File: src/design/assert_macros.svh
// ---------------------------------------------------------------------------
// Assertion macros
// Shared concurrent assertion wrappers; empty when SYNTHESIS is defined.
// ---------------------------------------------------------------------------
`ifndef ASSERT_MACROS_SVH
`define ASSERT_MACROS_SVH
`ifndef SYNTHESIS
`define CCAP_ASSERT(label, clk, rst_n, prop) \
  label: assert property (@(posedge clk) disable iff (!rst_n) (prop)) \
    else $error("ccap: immediate property failed");
`define CCAP_ASSERT_NEXT(label, clk, rst_n, ante, cons) \
  label: assert property (@(posedge clk) disable iff (!rst_n) (ante) |=> (cons)) \
    else $error("ccap: next-cycle property failed");
`else
`define CCAP_ASSERT(label, clk, rst_n, prop)
`define CCAP_ASSERT_NEXT(label, clk, rst_n, ante, cons)
`endif
`endif

File: src/design/ccap_pkg.sv
// ---------------------------------------------------------------------------
// ccap_pkg
// Types, register map, op codes and the per-stage colour adjustment.
// ---------------------------------------------------------------------------
`default_nettype none
package ccap_pkg;

  localparam int unsigned NUM_OPS       = 6;   // op registers in the map
  localparam int unsigned STAGES_DEF    = 6;
  localparam int unsigned QDEPTH        = 4;   // front/back queue entries
  localparam int unsigned CFG_IDX_W     = 3;
  localparam int unsigned CFG_DATA_W    = 8;
  localparam int unsigned PIX_W         = 24;

  localparam logic [CFG_IDX_W-1:0] REG_MIDPOINT = 3'd6;
  localparam logic [7:0]           MIDPOINT_RST = 8'd128;

  typedef enum logic [3:0] {
    OP_IDENT    = 4'd0,
    OP_BRIGHT_U = 4'd1,
    OP_BRIGHT_D = 4'd2,
    OP_CONTR_U  = 4'd3,
    OP_CONTR_D  = 4'd4,
    OP_INVERT   = 4'd5,
    OP_SEPIA    = 4'd6,
    OP_GRAY     = 4'd7,
    OP_R_UP     = 4'd8,
    OP_G_UP     = 4'd9,
    OP_B_UP     = 4'd10,
    OP_R_DN     = 4'd11,
    OP_G_DN     = 4'd12,
    OP_B_DN     = 4'd13
  } op_t;

  // red in the low byte
  typedef struct packed {
    logic [7:0] blue;
    logic [7:0] green;
    logic [7:0] red;
  } pixel_t;

  function automatic logic [7:0] sat_add(logic [7:0] v, logic [3:0] d);
    logic [8:0] s;
    s = {1'b0, v} + {5'b0, d};
    return s[8] ? 8'hFF : s[7:0];
  endfunction

  function automatic logic [7:0] sat_sub(logic [7:0] v, logic [3:0] d);
    return (v > {4'b0, d}) ? (v - {4'b0, d}) : 8'h00;
  endfunction

  // floor(v/15) for 8-bit v: v*137 >> 11 is exact over 0..255
  function automatic logic [7:0] div15(logic [7:0] v);
    logic [15:0] p;
    p = {8'b0, v} * 16'd137;
    return {3'b000, p[15:11]};
  endfunction

  function automatic logic [7:0] contrast(logic [7:0] v, logic [7:0] mid, logic up);
    logic bright;
    bright = (v >= mid);
    return (bright == up) ? sat_add(v, 4'd5) : sat_sub(v, 4'd5);
  endfunction

  function automatic pixel_t apply_op(op_t op, logic [7:0] mid, pixel_t p);
    pixel_t r;
    r = p;
    case (op)
      OP_BRIGHT_U: begin
        r.red   = sat_add(p.red, 4'd10);
        r.green = sat_add(p.green, 4'd10);
        r.blue  = sat_add(p.blue, 4'd10);
      end
      OP_BRIGHT_D: begin
        r.red   = sat_sub(p.red, 4'd10);
        r.green = sat_sub(p.green, 4'd10);
        r.blue  = sat_sub(p.blue, 4'd10);
      end
      OP_CONTR_U: begin
        r.red   = contrast(p.red, mid, 1'b1);
        r.green = contrast(p.green, mid, 1'b1);
        r.blue  = contrast(p.blue, mid, 1'b1);
      end
      OP_CONTR_D: begin
        r.red   = contrast(p.red, mid, 1'b0);
        r.green = contrast(p.green, mid, 1'b0);
        r.blue  = contrast(p.blue, mid, 1'b0);
      end
      OP_INVERT: r = ~p;
      OP_SEPIA: begin
        r.green = {1'b0, p.green[7:1]};
        r.blue  = div15(p.blue);
      end
      OP_GRAY: begin
        r.green = p.red;
        r.blue  = p.red;
      end
      OP_R_UP: r.red   = sat_add(p.red, 4'd5);
      OP_G_UP: r.green = sat_add(p.green, 4'd5);
      OP_B_UP: r.blue  = sat_add(p.blue, 4'd5);
      OP_R_DN: r.red   = sat_sub(p.red, 4'd5);
      OP_G_DN: r.green = sat_sub(p.green, 4'd5);
      OP_B_DN: r.blue  = sat_sub(p.blue, 4'd5);
      default: r = p;  // identity and unused codes
    endcase
    return r;
  endfunction

endpackage
`default_nettype wire

File: src/design/ccap_front.sv
// ---------------------------------------------------------------------------
// ccap_front
// Input register: takes stream requests and pushes pixels into the queue.
// ---------------------------------------------------------------------------
`default_nettype none
module ccap_front (
  input  wire logic                     clk,
  input  wire logic                     rst_n,
  input  wire logic                     in_tvalid,
  output logic                          in_tready,
  input  wire logic [ccap_pkg::PIX_W-1:0] in_tdata,
  input  wire logic                     q_full,
  output logic                          q_push,
  output ccap_pkg::pixel_t              q_push_pix
);

  logic             v_r, v_nxt;
  ccap_pkg::pixel_t pix_r;

  assign in_tready  = !v_r || !q_full;
  assign q_push     = v_r && !q_full;
  assign q_push_pix = pix_r;

  always_comb begin
    v_nxt = v_r;
    if (in_tvalid && in_tready) begin
      v_nxt = 1'b1;
    end else if (q_push) begin
      v_nxt = 1'b0;
    end
  end

  always_ff @(posedge clk) begin
    if (!rst_n) begin
      v_r <= 1'b0;
    end else begin
      v_r <= v_nxt;
    end
    if (in_tvalid && in_tready) begin
      pix_r <= ccap_pkg::pixel_t'(in_tdata);
    end
  end

endmodule
`default_nettype wire

File: src/design/ccap_queue.sv
// ---------------------------------------------------------------------------
// ccap_queue
// Short FIFO decoupling the front register from the adjustment chain.
// ---------------------------------------------------------------------------
`default_nettype none
module ccap_queue (
  input  wire logic             clk,
  input  wire logic             rst_n,
  input  wire logic             push,
  input  wire ccap_pkg::pixel_t push_pix,
  output logic                  full,
  input  wire logic             pop,
  output logic                  head_valid,
  output ccap_pkg::pixel_t      head_pix
);
`include "assert_macros.svh"

  localparam int unsigned PTR_W = $clog2(ccap_pkg::QDEPTH);
  localparam int unsigned CNT_W = $clog2(ccap_pkg::QDEPTH + 1);
  localparam logic [CNT_W-1:0] DEPTH_C = CNT_W'(ccap_pkg::QDEPTH);

  ccap_pkg::pixel_t   mem_r [ccap_pkg::QDEPTH];
  logic [PTR_W-1:0]   wr_r, rd_r;
  logic [CNT_W-1:0]   cnt_r, cnt_nxt;

  assign full       = (cnt_r == DEPTH_C);
  assign head_valid = (cnt_r != '0);
  assign head_pix   = mem_r[rd_r];

  always_comb begin
    cnt_nxt = cnt_r;
    if (push && !pop) begin
      cnt_nxt = cnt_r + 1'b1;
    end else if (pop && !push) begin
      cnt_nxt = cnt_r - 1'b1;
    end
  end

  always_ff @(posedge clk) begin
    if (!rst_n) begin
      wr_r  <= '0;
      rd_r  <= '0;
      cnt_r <= '0;
    end else begin
      cnt_r <= cnt_nxt;
      if (push) begin
        wr_r <= wr_r + 1'b1;
      end
      if (pop) begin
        rd_r <= rd_r + 1'b1;
      end
    end
    if (push) begin
      mem_r[wr_r] <= push_pix;
    end
  end

  `CCAP_ASSERT(a_cnt_bound, clk, rst_n, cnt_r <= DEPTH_C)
  `CCAP_ASSERT(a_no_push_full, clk, rst_n, !(push && full))
  `CCAP_ASSERT(a_no_pop_empty, clk, rst_n, !(pop && !head_valid))

endmodule
`default_nettype wire

File: src/design/ccap_back.sv
// ---------------------------------------------------------------------------
// ccap_back
// Adjustment chain: one registered stage per op, elastic valid/ready.
// ---------------------------------------------------------------------------
`default_nettype none
module ccap_back #(
  parameter int unsigned STAGES = ccap_pkg::STAGES_DEF
) (
  input  wire logic             clk,
  input  wire logic             rst_n,
  input  wire ccap_pkg::op_t    ops [ccap_pkg::NUM_OPS],
  input  wire logic [7:0]       midpoint,
  input  wire logic             q_valid,
  input  wire ccap_pkg::pixel_t q_pix,
  output logic                  q_take,
  output logic                  out_valid,
  input  wire logic             out_ready,
  output ccap_pkg::pixel_t      out_pix
);
`include "assert_macros.svh"

  logic             v_r  [STAGES];
  ccap_pkg::pixel_t pix_r [STAGES];
  logic             rdy  [STAGES+1];

  assign rdy[STAGES] = out_ready;
  assign q_take      = q_valid && rdy[0];
  assign out_valid   = v_r[STAGES-1];
  assign out_pix     = pix_r[STAGES-1];

  for (genvar s = 0; s < STAGES; s++) begin : g_stage
    logic             src_v;
    ccap_pkg::pixel_t src_pix;

    if (s == 0) begin : g_first
      assign src_v   = q_valid;
      assign src_pix = q_pix;
    end else begin : g_next
      assign src_v   = v_r[s-1];
      assign src_pix = pix_r[s-1];
    end

    // stage moves when empty or when the next one takes its pixel
    assign rdy[s] = !v_r[s] || rdy[s+1];

    always_ff @(posedge clk) begin
      if (!rst_n) begin
        v_r[s] <= 1'b0;
      end else if (rdy[s]) begin
        v_r[s] <= src_v;
      end
      if (rdy[s]) begin
        pix_r[s] <= ccap_pkg::apply_op(ops[s], midpoint, src_pix);
      end
    end
  end

  `CCAP_ASSERT_NEXT(a_stall_hold, clk, rst_n, v_r[0] && !rdy[1],
                    v_r[0] && $stable(pix_r[0]))
  `CCAP_ASSERT_NEXT(a_take_lands, clk, rst_n, q_take, v_r[0])

endmodule
`default_nettype wire

File: src/design/cascaded_color_adjust_pipeline_core.sv
// Path to out_tvalid: the front reg loads on the input request edge, then the queue
// write, then one reg per stage.
// Throughput: one pixel per cycle while out_tready is high; each op is computed into its stage register.
// The four-entry queue lets the front keep taking pixels while the chain is stalled.
// Reset (rst_n low, synchronous): all valids and queue pointers clear, every stage op
// returns to identity and the contrast midpoint to 128. No clearing pass.
// ---------------------------------------------------------------------------
// cascaded_color_adjust_pipeline_core
// RGB pixel stream through a configurable chain of colour adjustment stages.
// ---------------------------------------------------------------------------
`default_nettype none
module cascaded_color_adjust_pipeline_core #(
  parameter int unsigned STAGES = ccap_pkg::STAGES_DEF   // 1 .. 6
) (
  input  wire logic                             clk,
  input  wire logic                             rst_n,
  // pixel input
  input  wire logic                             in_tvalid,
  output logic                                  in_tready,
  input  wire logic [ccap_pkg::PIX_W-1:0]       in_tdata,   // red_in, green_in, blue_in
  // adjusted pixel output
  output logic                                  out_tvalid,
  input  wire logic                             out_tready,
  output logic [ccap_pkg::PIX_W-1:0]            out_tdata,  // red_out, green_out, blue_out
  // register writes
  input  wire logic                             cfg_valid,
  output logic                                  cfg_ready,
  input  wire logic [ccap_pkg::CFG_IDX_W-1:0]   cfg_index,
  input  wire logic [ccap_pkg::CFG_DATA_W-1:0]  cfg_data
);

  // -------------------------------------------------------------------------
  // Register map: indexes 0..5 are stage ops, 6 is the contrast midpoint.
  // Index 7 is accepted and dropped. Ops of stages at or beyond STAGES are
  // still writable but never used.
  // -------------------------------------------------------------------------
  ccap_pkg::op_t ops_r [ccap_pkg::NUM_OPS];
  logic [7:0]    mid_r;

  assign cfg_ready = 1'b1;

  always_ff @(posedge clk) begin
    if (!rst_n) begin
      for (int i = 0; i < ccap_pkg::NUM_OPS; i++) begin
        ops_r[i] <= ccap_pkg::OP_IDENT;
      end
      mid_r <= ccap_pkg::MIDPOINT_RST;
    end else if (cfg_valid && cfg_ready) begin
      if (cfg_index < ccap_pkg::REG_MIDPOINT) begin
        ops_r[cfg_index] <= ccap_pkg::op_t'(cfg_data[3:0]);
      end else if (cfg_index == ccap_pkg::REG_MIDPOINT) begin
        mid_r <= cfg_data;
      end
    end
  end

  // -------------------------------------------------------------------------
  // Front: input register, pushes into the queue when there is room.
  // -------------------------------------------------------------------------
  logic             q_full;
  logic             q_push;
  ccap_pkg::pixel_t q_push_pix;

  ccap_front u_front (
    .clk        (clk),
    .rst_n      (rst_n),
    .in_tvalid  (in_tvalid),
    .in_tready  (in_tready),
    .in_tdata   (in_tdata),
    .q_full     (q_full),
    .q_push     (q_push),
    .q_push_pix (q_push_pix)
  );

  // -------------------------------------------------------------------------
  // Queue between front and adjustment chain.
  // -------------------------------------------------------------------------
  logic             q_head_valid;
  ccap_pkg::pixel_t q_head_pix;
  logic             q_take;

  ccap_queue u_queue (
    .clk        (clk),
    .rst_n      (rst_n),
    .push       (q_push),
    .push_pix   (q_push_pix),
    .full       (q_full),
    .pop        (q_take),
    .head_valid (q_head_valid),
    .head_pix   (q_head_pix)
  );

  // -------------------------------------------------------------------------
  // Back: STAGES registered adjustment stages; the last one is the output
  // register, so results wait there while the chain keeps filling.
  // -------------------------------------------------------------------------
  ccap_pkg::pixel_t out_pix;

  ccap_back #(
    .STAGES (STAGES)
  ) u_back (
    .clk       (clk),
    .rst_n     (rst_n),
    .ops       (ops_r),
    .midpoint  (mid_r),
    .q_valid   (q_head_valid),
    .q_pix     (q_head_pix),
    .q_take    (q_take),
    .out_valid (out_tvalid),
    .out_ready (out_tready),
    .out_pix   (out_pix)
  );

  assign out_tdata = out_pix;

endmodule
`default_nettype wire
File: config.mk
export PLATFORM = sky130hd
export DESIGN_NAME = cascaded_color_adjust_pipeline_core
export DESIGN_NICKNAME = d
export VERILOG_FILES = /design/src/design/ccap_pkg.sv /design/src/design/ccap_front.sv /design/src/design/ccap_queue.sv /design/src/design/ccap_back.sv /design/src/design/cascaded_color_adjust_pipeline_core.sv
export VERILOG_INCLUDE_DIRS = /design/src /design/src/design
export SDC_FILE = /design/constraint.sdc
export NUM_CORES = 2
export LEC_CHECK = 0
export BUFFER_PORTS_ARGS = -buffer_cell sky130_fd_sc_hd__buf_2
export CORE_MARGIN = 4
export CORE_UTILIZATION = 52
export CTS_BUF_LIST = sky130_fd_sc_hd__clkbuf_4 sky130_fd_sc_hd__clkbuf_8
export DETAILED_ROUTE_END_ITERATION = 7
export PLACE_DENSITY = 0.76
export SLEW_MARGIN = 10
export SYNTH_ARGS = -nofsm -noshare
export SYNTH_HDL_FRONTEND = slang
export SYNTH_HIERARCHICAL = 1
export SYNTH_SLANG_ARGS = --single-unit
File: constraint.sdc
create_clock -name clk -period 4.61 [get_ports clk]
set_input_delay 0.922 -clock clk [delete_from_list [all_inputs] [get_ports clk]]
set_output_delay 0.922 -clock clk [all_outputs]
set_load 0.1 [all_outputs]
* After elaboration in Yosys (flattened, before gate mapping)
Memories as Yosys holds them, arrays and structs flattened. A register that Yosys moved wholly into a read port is not among the register bits.
Index checks and enable logic that the tools add are counted.
** Operators by class
- Reductions and logical operators :: 28
- Multiply operators :: 6
- Order comparisons :: 57
- Bitwise operators :: 14
- Add/subtract/negate cells :: 76
- Equality and inequality tests :: 80
- Multiplexer cells :: 186
** Operators with widths (count)
- $mux 8 :: 126
- $pmux 8 s9 :: 12
- $pmux 8 s7 :: 6
- $add 8x3->9 const B :: 18
- $add 8x4->9 const B :: 18
- $eq 4x4->1 const B :: 36
- $ge 8x8->1 :: 18
- $gt 8x3->1 const B :: 18
- $gt 8x4->1 const B :: 18
- $not 24->24 :: 6
- $sub 8x3->8 const B :: 18
- $sub 8x4->8 const B :: 18
- $eq 4x3->1 const B :: 24
- $mul 8x8->16 const B :: 6
- $eq 4x2->1 const B :: 12
- $mux 1 :: 35
- $bwmux 24 :: 1
- $eq 4x1->1 const B :: 6
- $demux 4 s3 :: 1
- $logic_not 1->1 :: 10
- $logic_or 1x1->1 :: 7
- $eq 3x3->1 const B :: 2
- $logic_and 1x1->1 :: 6
- $mux 3 :: 2
- 15 further kinds :: 23
** Storage, ports and cells
- Bits of input ports :: 40
- Memories :: 3
- Logic and storage cells :: 464
- Flip-flop bits (word level) :: 64
- RAM bits :: 246
- Output and inout port bits :: 27
** Memories
- u_back.pix_r :: depth 6, bits a word 24, rd ports 6, clocked after memory_dff 0, wr ports 6, line ccap_back.sv:23 : ccap_pkg::pixel_t pix_r [STAGES];
- u_queue.mem_r :: depth 4, bits a word 24, rd ports 1, clocked after memory_dff 1, wr ports 1, line ccap_queue.sv:22 : ccap_pkg::pixel_t mem_r [ccap_pkg::QDEPTH];
- u_back.v_r :: depth 6, bits a word 1, rd ports 6, clocked after memory_dff 0, wr ports 6, line ccap_back.sv:22 : logic v_r [STAGES];

* Longest topological paths before layout
An unclocked memory read counts as a cell.
- Depth in word-level cells :: 12
- Depth in mapped cells :: 15
- Depth with buffers taken out :: 13

* Hierarchy
Netlist, hierarchy kept.
** By module, submodules not included
- ccap_back :: area an instance 30589.3 um^2, cells each 4213, sequential area each 4494.3 um^2, instances 1
- ccap_queue :: area an instance 3950.0 um^2, cells each 169, sequential area each 3062.9 um^2, instances 1
- cascaded_color_adjust_pipeline_core :: area an instance 1263.7 um^2, cells each 122, sequential area each 640.6 um^2, instances 1
- ccap_front :: area an instance 770.7 um^2, cells each 30, sequential area each 740.7 um^2, instances 1

* Worst setup path before layout
OpenSTA, ideal clock, no wires.
- Path type :: flip-flop to flip-flop
- From :: mem u_back.v_r[5][0] (netlist: u_back/v_r[2][1])
- To :: reg u_queue.cnt_r[2]
- Slack :: 0.384 ns
- Data arrival time :: 4.150 ns
- Period minus slack after synthesis :: 4.226 ns
- Library setup time :: 0.076 ns
- Buffers on the path :: 1
- Stages on the path, launching flop included :: 13
- Data required time :: 4.534 ns
- Path through :: edfxtp_1 -> nor2b_1 -> and3_1 -> clkbuf_1 -> nand4_1 -> and2_1 -> inv_1 -> ha_1 -> inv_1 -> fa_1 -> xor2_1 -> or3_1 -> a21boi_0
** RTL lines
- start: declaration :: line ccap_back.sv:22
- end signal: assignment :: line ccap_queue.sv:45 : cnt_r <= cnt_nxt;
- end: declaration :: line ccap_queue.sv:24 : logic [CNT_W-1:0] cnt_r, cnt_nxt;

==> results.sh <==
export IMPL_synth_edf_count=269
export IMPL_cts_tree="yes"
export IMPL_routed_top_layer="met5"
export IMPL_whs_ns=0.4289
export IMPL_path_clk_slew_ns=0.07
export IMPL_routedWlPerCell_um=21.23
export IMPL_drc=7
export IMPL_fin_skew_ns=0.09671
export IMPL_numPortBuffers=65
export IMPL_ios=67
export IMPL_r2r_end="u_back/pix_r[0][20]"
export IMPL_peakVddDrop_v=0.0004831
export IMPL_ys_top_cells_by_area="edfxtp_1, ha_1, a21oi_1"
export IMPL_hold_path_class="in -> reg"
export IMPL_antenna_found_initial=7
export IMPL_fillers=6362
export IMPL_clock_latency_ns=0.72
export IMPL_cp_depth=14
export IMPL_power_leakage_nw=15.40
export IMPL_gp_routability_congestion=1.016
export IMPL_syn_inst=4534
export IMPL_syn_cell_area_sq_um=36570
export IMPL_synth_distinct_cells=98
export IMPL_slew_viol_final=0
export IMPL_ant_nets=0
export IMPL_crit_path_start_kind="flip-flop"
export IMPL_syn_nets=5036
export IMPL_wl_met2_mm=51.08
export IMPL_netlist_area_leader_share_pct=22.09
export IMPL_synth_ff_type="edfxtp_1"
export IMPL_die_area_sq_um=74640
export IMPL_clock_sinks=312
export IMPL_grt_overflow=0
export IMPL_coreArea_sq_um=69190
export IMPL_syn_to_final_growth_pct=7.123
export IMPL_post_route_period_util_pct=90.89
export IMPL_grt_pass1_vias=33550
export IMPL_root_buffer="clkbuf_8"
export IMPL_drt_iter0_drc=4593
export IMPL_fmax_mhz=238.7
export IMPL_hold_buffers=0
export IMPL_crit_path_top_delay_cell="dfxtp_1"
export IMPL_finalNetCount=5010
export IMPL_worstRegToRegCells=14
export IMPL_cp_data_required_time_ns=5.03
export IMPL_die_h_um=273.2
export IMPL_synth_area_per_cell_sq_um=8.067
export IMPL_cp_endpoint="u_back/pix_r[0][20]"
export IMPL_critPathCaptureType="flip-flop"
export IMPL_setup_worst_path_class="reg -> reg"
export IMPL_dr_pass1_iters=8
export IMPL_setup_viol=0
export IMPL_cp_common_cell="ha_1"
export IMPL_hold_violations=0
export IMPL_power_total_mw=24.26
export IMPL_seq_area_sq_um=8939
export IMPL_routed_via_density=6.615
export IMPL_wl_met3_mm=11.10
export IMPL_rrSetupSlack_ns=0.42
export IMPL_finalSetupTns_ns=0
export IMPL_start_util_pct=52.86
export IMPL_die_w_um=273.2
export IMPL_cts_resized=0
export IMPL_h_tree_depth=2
export IMPL_grt_setup_unrepaired="false"
export IMPL_vias=36270
export IMPL_multi_input_area_sq_um=25960
export IMPL_path_cells="buf_4, mux4_2, ha_1, ha_1, ha_1, ha_1, o211ai_1, a21oi_1, a221oi_1, nor2b_1, nor2_1, o221ai_1, o21a_1, o22a_1"
export IMPL_grt_pass1_wl_mm=182.7
export IMPL_cap_viol_max_count=0
export IMPL_m1WireLength_mm=49.58
export IMPL_tightest_slew_ns=1.244
export IMPL_yosysTopAreaCell="edfxtp_1"
export IMPL_rows=96
export IMPL_clockBufferDepth=3
export IMPL_p_per_area_nw_per_um2=619.2
export IMPL_outcome="complete, but fails checks"
export IMPL_max_stage_delay_ns=0.55
export IMPL_ys_seq_elements=312
export IMPL_path_max_fanout=7
export IMPL_drive_gt1_share_pct=8.485
export IMPL_place_hpwl_mm=84.15
export IMPL_fin_crit_ns=4.190
export IMPL_wirelength_mm=116.4
export IMPL_worst_path_buf_inv=1
export IMPL_grt_use_total_pct=29.75
export IMPL_cts_buffers=52
export IMPL_path_delay_family="compound AO/OA/AOI/OAI gates"
export IMPL_ys_seq_area_share_pct=24.44
export IMPL_cts_setup_buffers=0
export IMPL_async_flop_share_pct=0
export IMPL_relSlewSlack_pct=16.95
export IMPL_cp_arrival_ns=4.61
export IMPL_grt_max_degree=40
export IMPL_failed_checks="DRC"
export IMPL_ys_warn_count=6
[metal layers]
layer / up-vias / global-route usage (%)
met1: 16920 / 40.63
met5: - / 0
li1: 17090 / -
met3: 326 / 5.925
met2: 1933 / 46.43
met4: 6 / 11.76
[cells in the mapped netlist (all sizes together), types with 85 or more instances]
cell	instances
edfxtp	269
nand3	121
inv	142
nand2	411
nor3	119
xnor2	85
nand2b	87
clkbuf	224
ha	461
nor2	445
o21ai	352
a21oi	358
nor2b	98
[final cells by class]
type | count | share of cell area (%)
Antenna cell | 3 | 0.01916
Clock buffer | 66 | 2.191
Inverter | 148 | 1.418
Multi-Input combinational cell | 3794 | 66.27
Tap cell | 931 | 2.973
Timing Repair Buffer | 200 | 3.468
Clock inverter | 29 | 0.8495
Sequential cell | 312 | 22.81
[placed cells by master (no fill, tap or decap), drive strengths merged, types with 34 or more instances in the layout]
master	instances
edfxtp	269
dfxtp	43
o21a	62
inv	149
a21o	76
o22ai	49
nand2b	87
xor2	56
mux2i	77
xnor2	85
o221ai	34
a31oi	73
a211oi	82
nor2b	98
o21ai	352
and3	44
nand3	121
nor4	37
a221oi	35
nor2	445
o211ai	39
a22oi	39
clkbuf	66
and2	43
nand2	411
a21oi	358
nor3	119
buf	200
ha	461
[cell families after synthesis]
family | after synthesis | synth area share [%]
AO/OA/AOI/OAI | 1509 | 27.18
multiplexers | 109 | 3.873
XOR/XNOR | 141 | 3.377
adder cells (fa/ha/maj) | 463 | 15.85
AND/OR/NAND/NOR | 1571 | 20.67
buffers and inverters | 428 | 4.601
flip-flops | 312 | 24.44
other | 1 | 0.01025
[state kept, by name (all words and copies together), names as in the netlist, named ones only]
signal	flops
u_queue/wr_r	2
u_front/q_push_pix	24
u_queue/cnt_r	3
u_front/v_r	1
ops_r	24
u_back/pix_r	144
u_back/v_r	6
u_queue/mem_r	96
mid_r	8
u_queue/rd_r	2
[worst min path at each step]
stage / start / endpoint / slack [ns] / depth (start not counted)
after detailed placement: mid_r[4] / mid_r[4] / 0.45 / 2
after global placement: mid_r[3] / mid_r[3] / 0.44 / 2
final: in_tdata[10] / u_front/q_push_pix[10] / 0.43 / 1
after CTS: in_tdata[10] / u_front/q_push_pix[10] / 0.38 / 1
after floorplan: ops_r[16] / ops_r[16] / 0.43 / 2
after global routing: in_tdata[10] / u_front/q_push_pix[10] / 0.40 / 1
[stage by stage]
| step | std cells | area (sq um) | setup slack [ns] | util, % |
|---|---|---|---|---|
| 2_1_floorplan | 4534 | 36570 | 0.3840 | - |
| 5_1_grt | 5481 | 39170 | 0.08576 | 56.62 |
| 4_1_cts | 5479 | 39150 | 0.3859 | 56.59 |
| 3_3_place_gp | 5384 | 37960 | 0.3789 | 54.87 |
| 6_report | 5483 | 39180 | 0.4198 | 56.63 |
| 3_5_place_dp | 5384 | 37960 | 0.3831 | 54.87 |
[power breakdown]
| group | switching [mW] | internal, mW | total (mW) |
|---|---|---|---|
| combinational | 9.66 | 6.02 | 15.7 |
| clock | 1.26 | 1.59 | 2.85 |
| sequential | 1.70 | 4.04 | 5.74 |
Note: power is estimated with default switching activity, not from simulation.
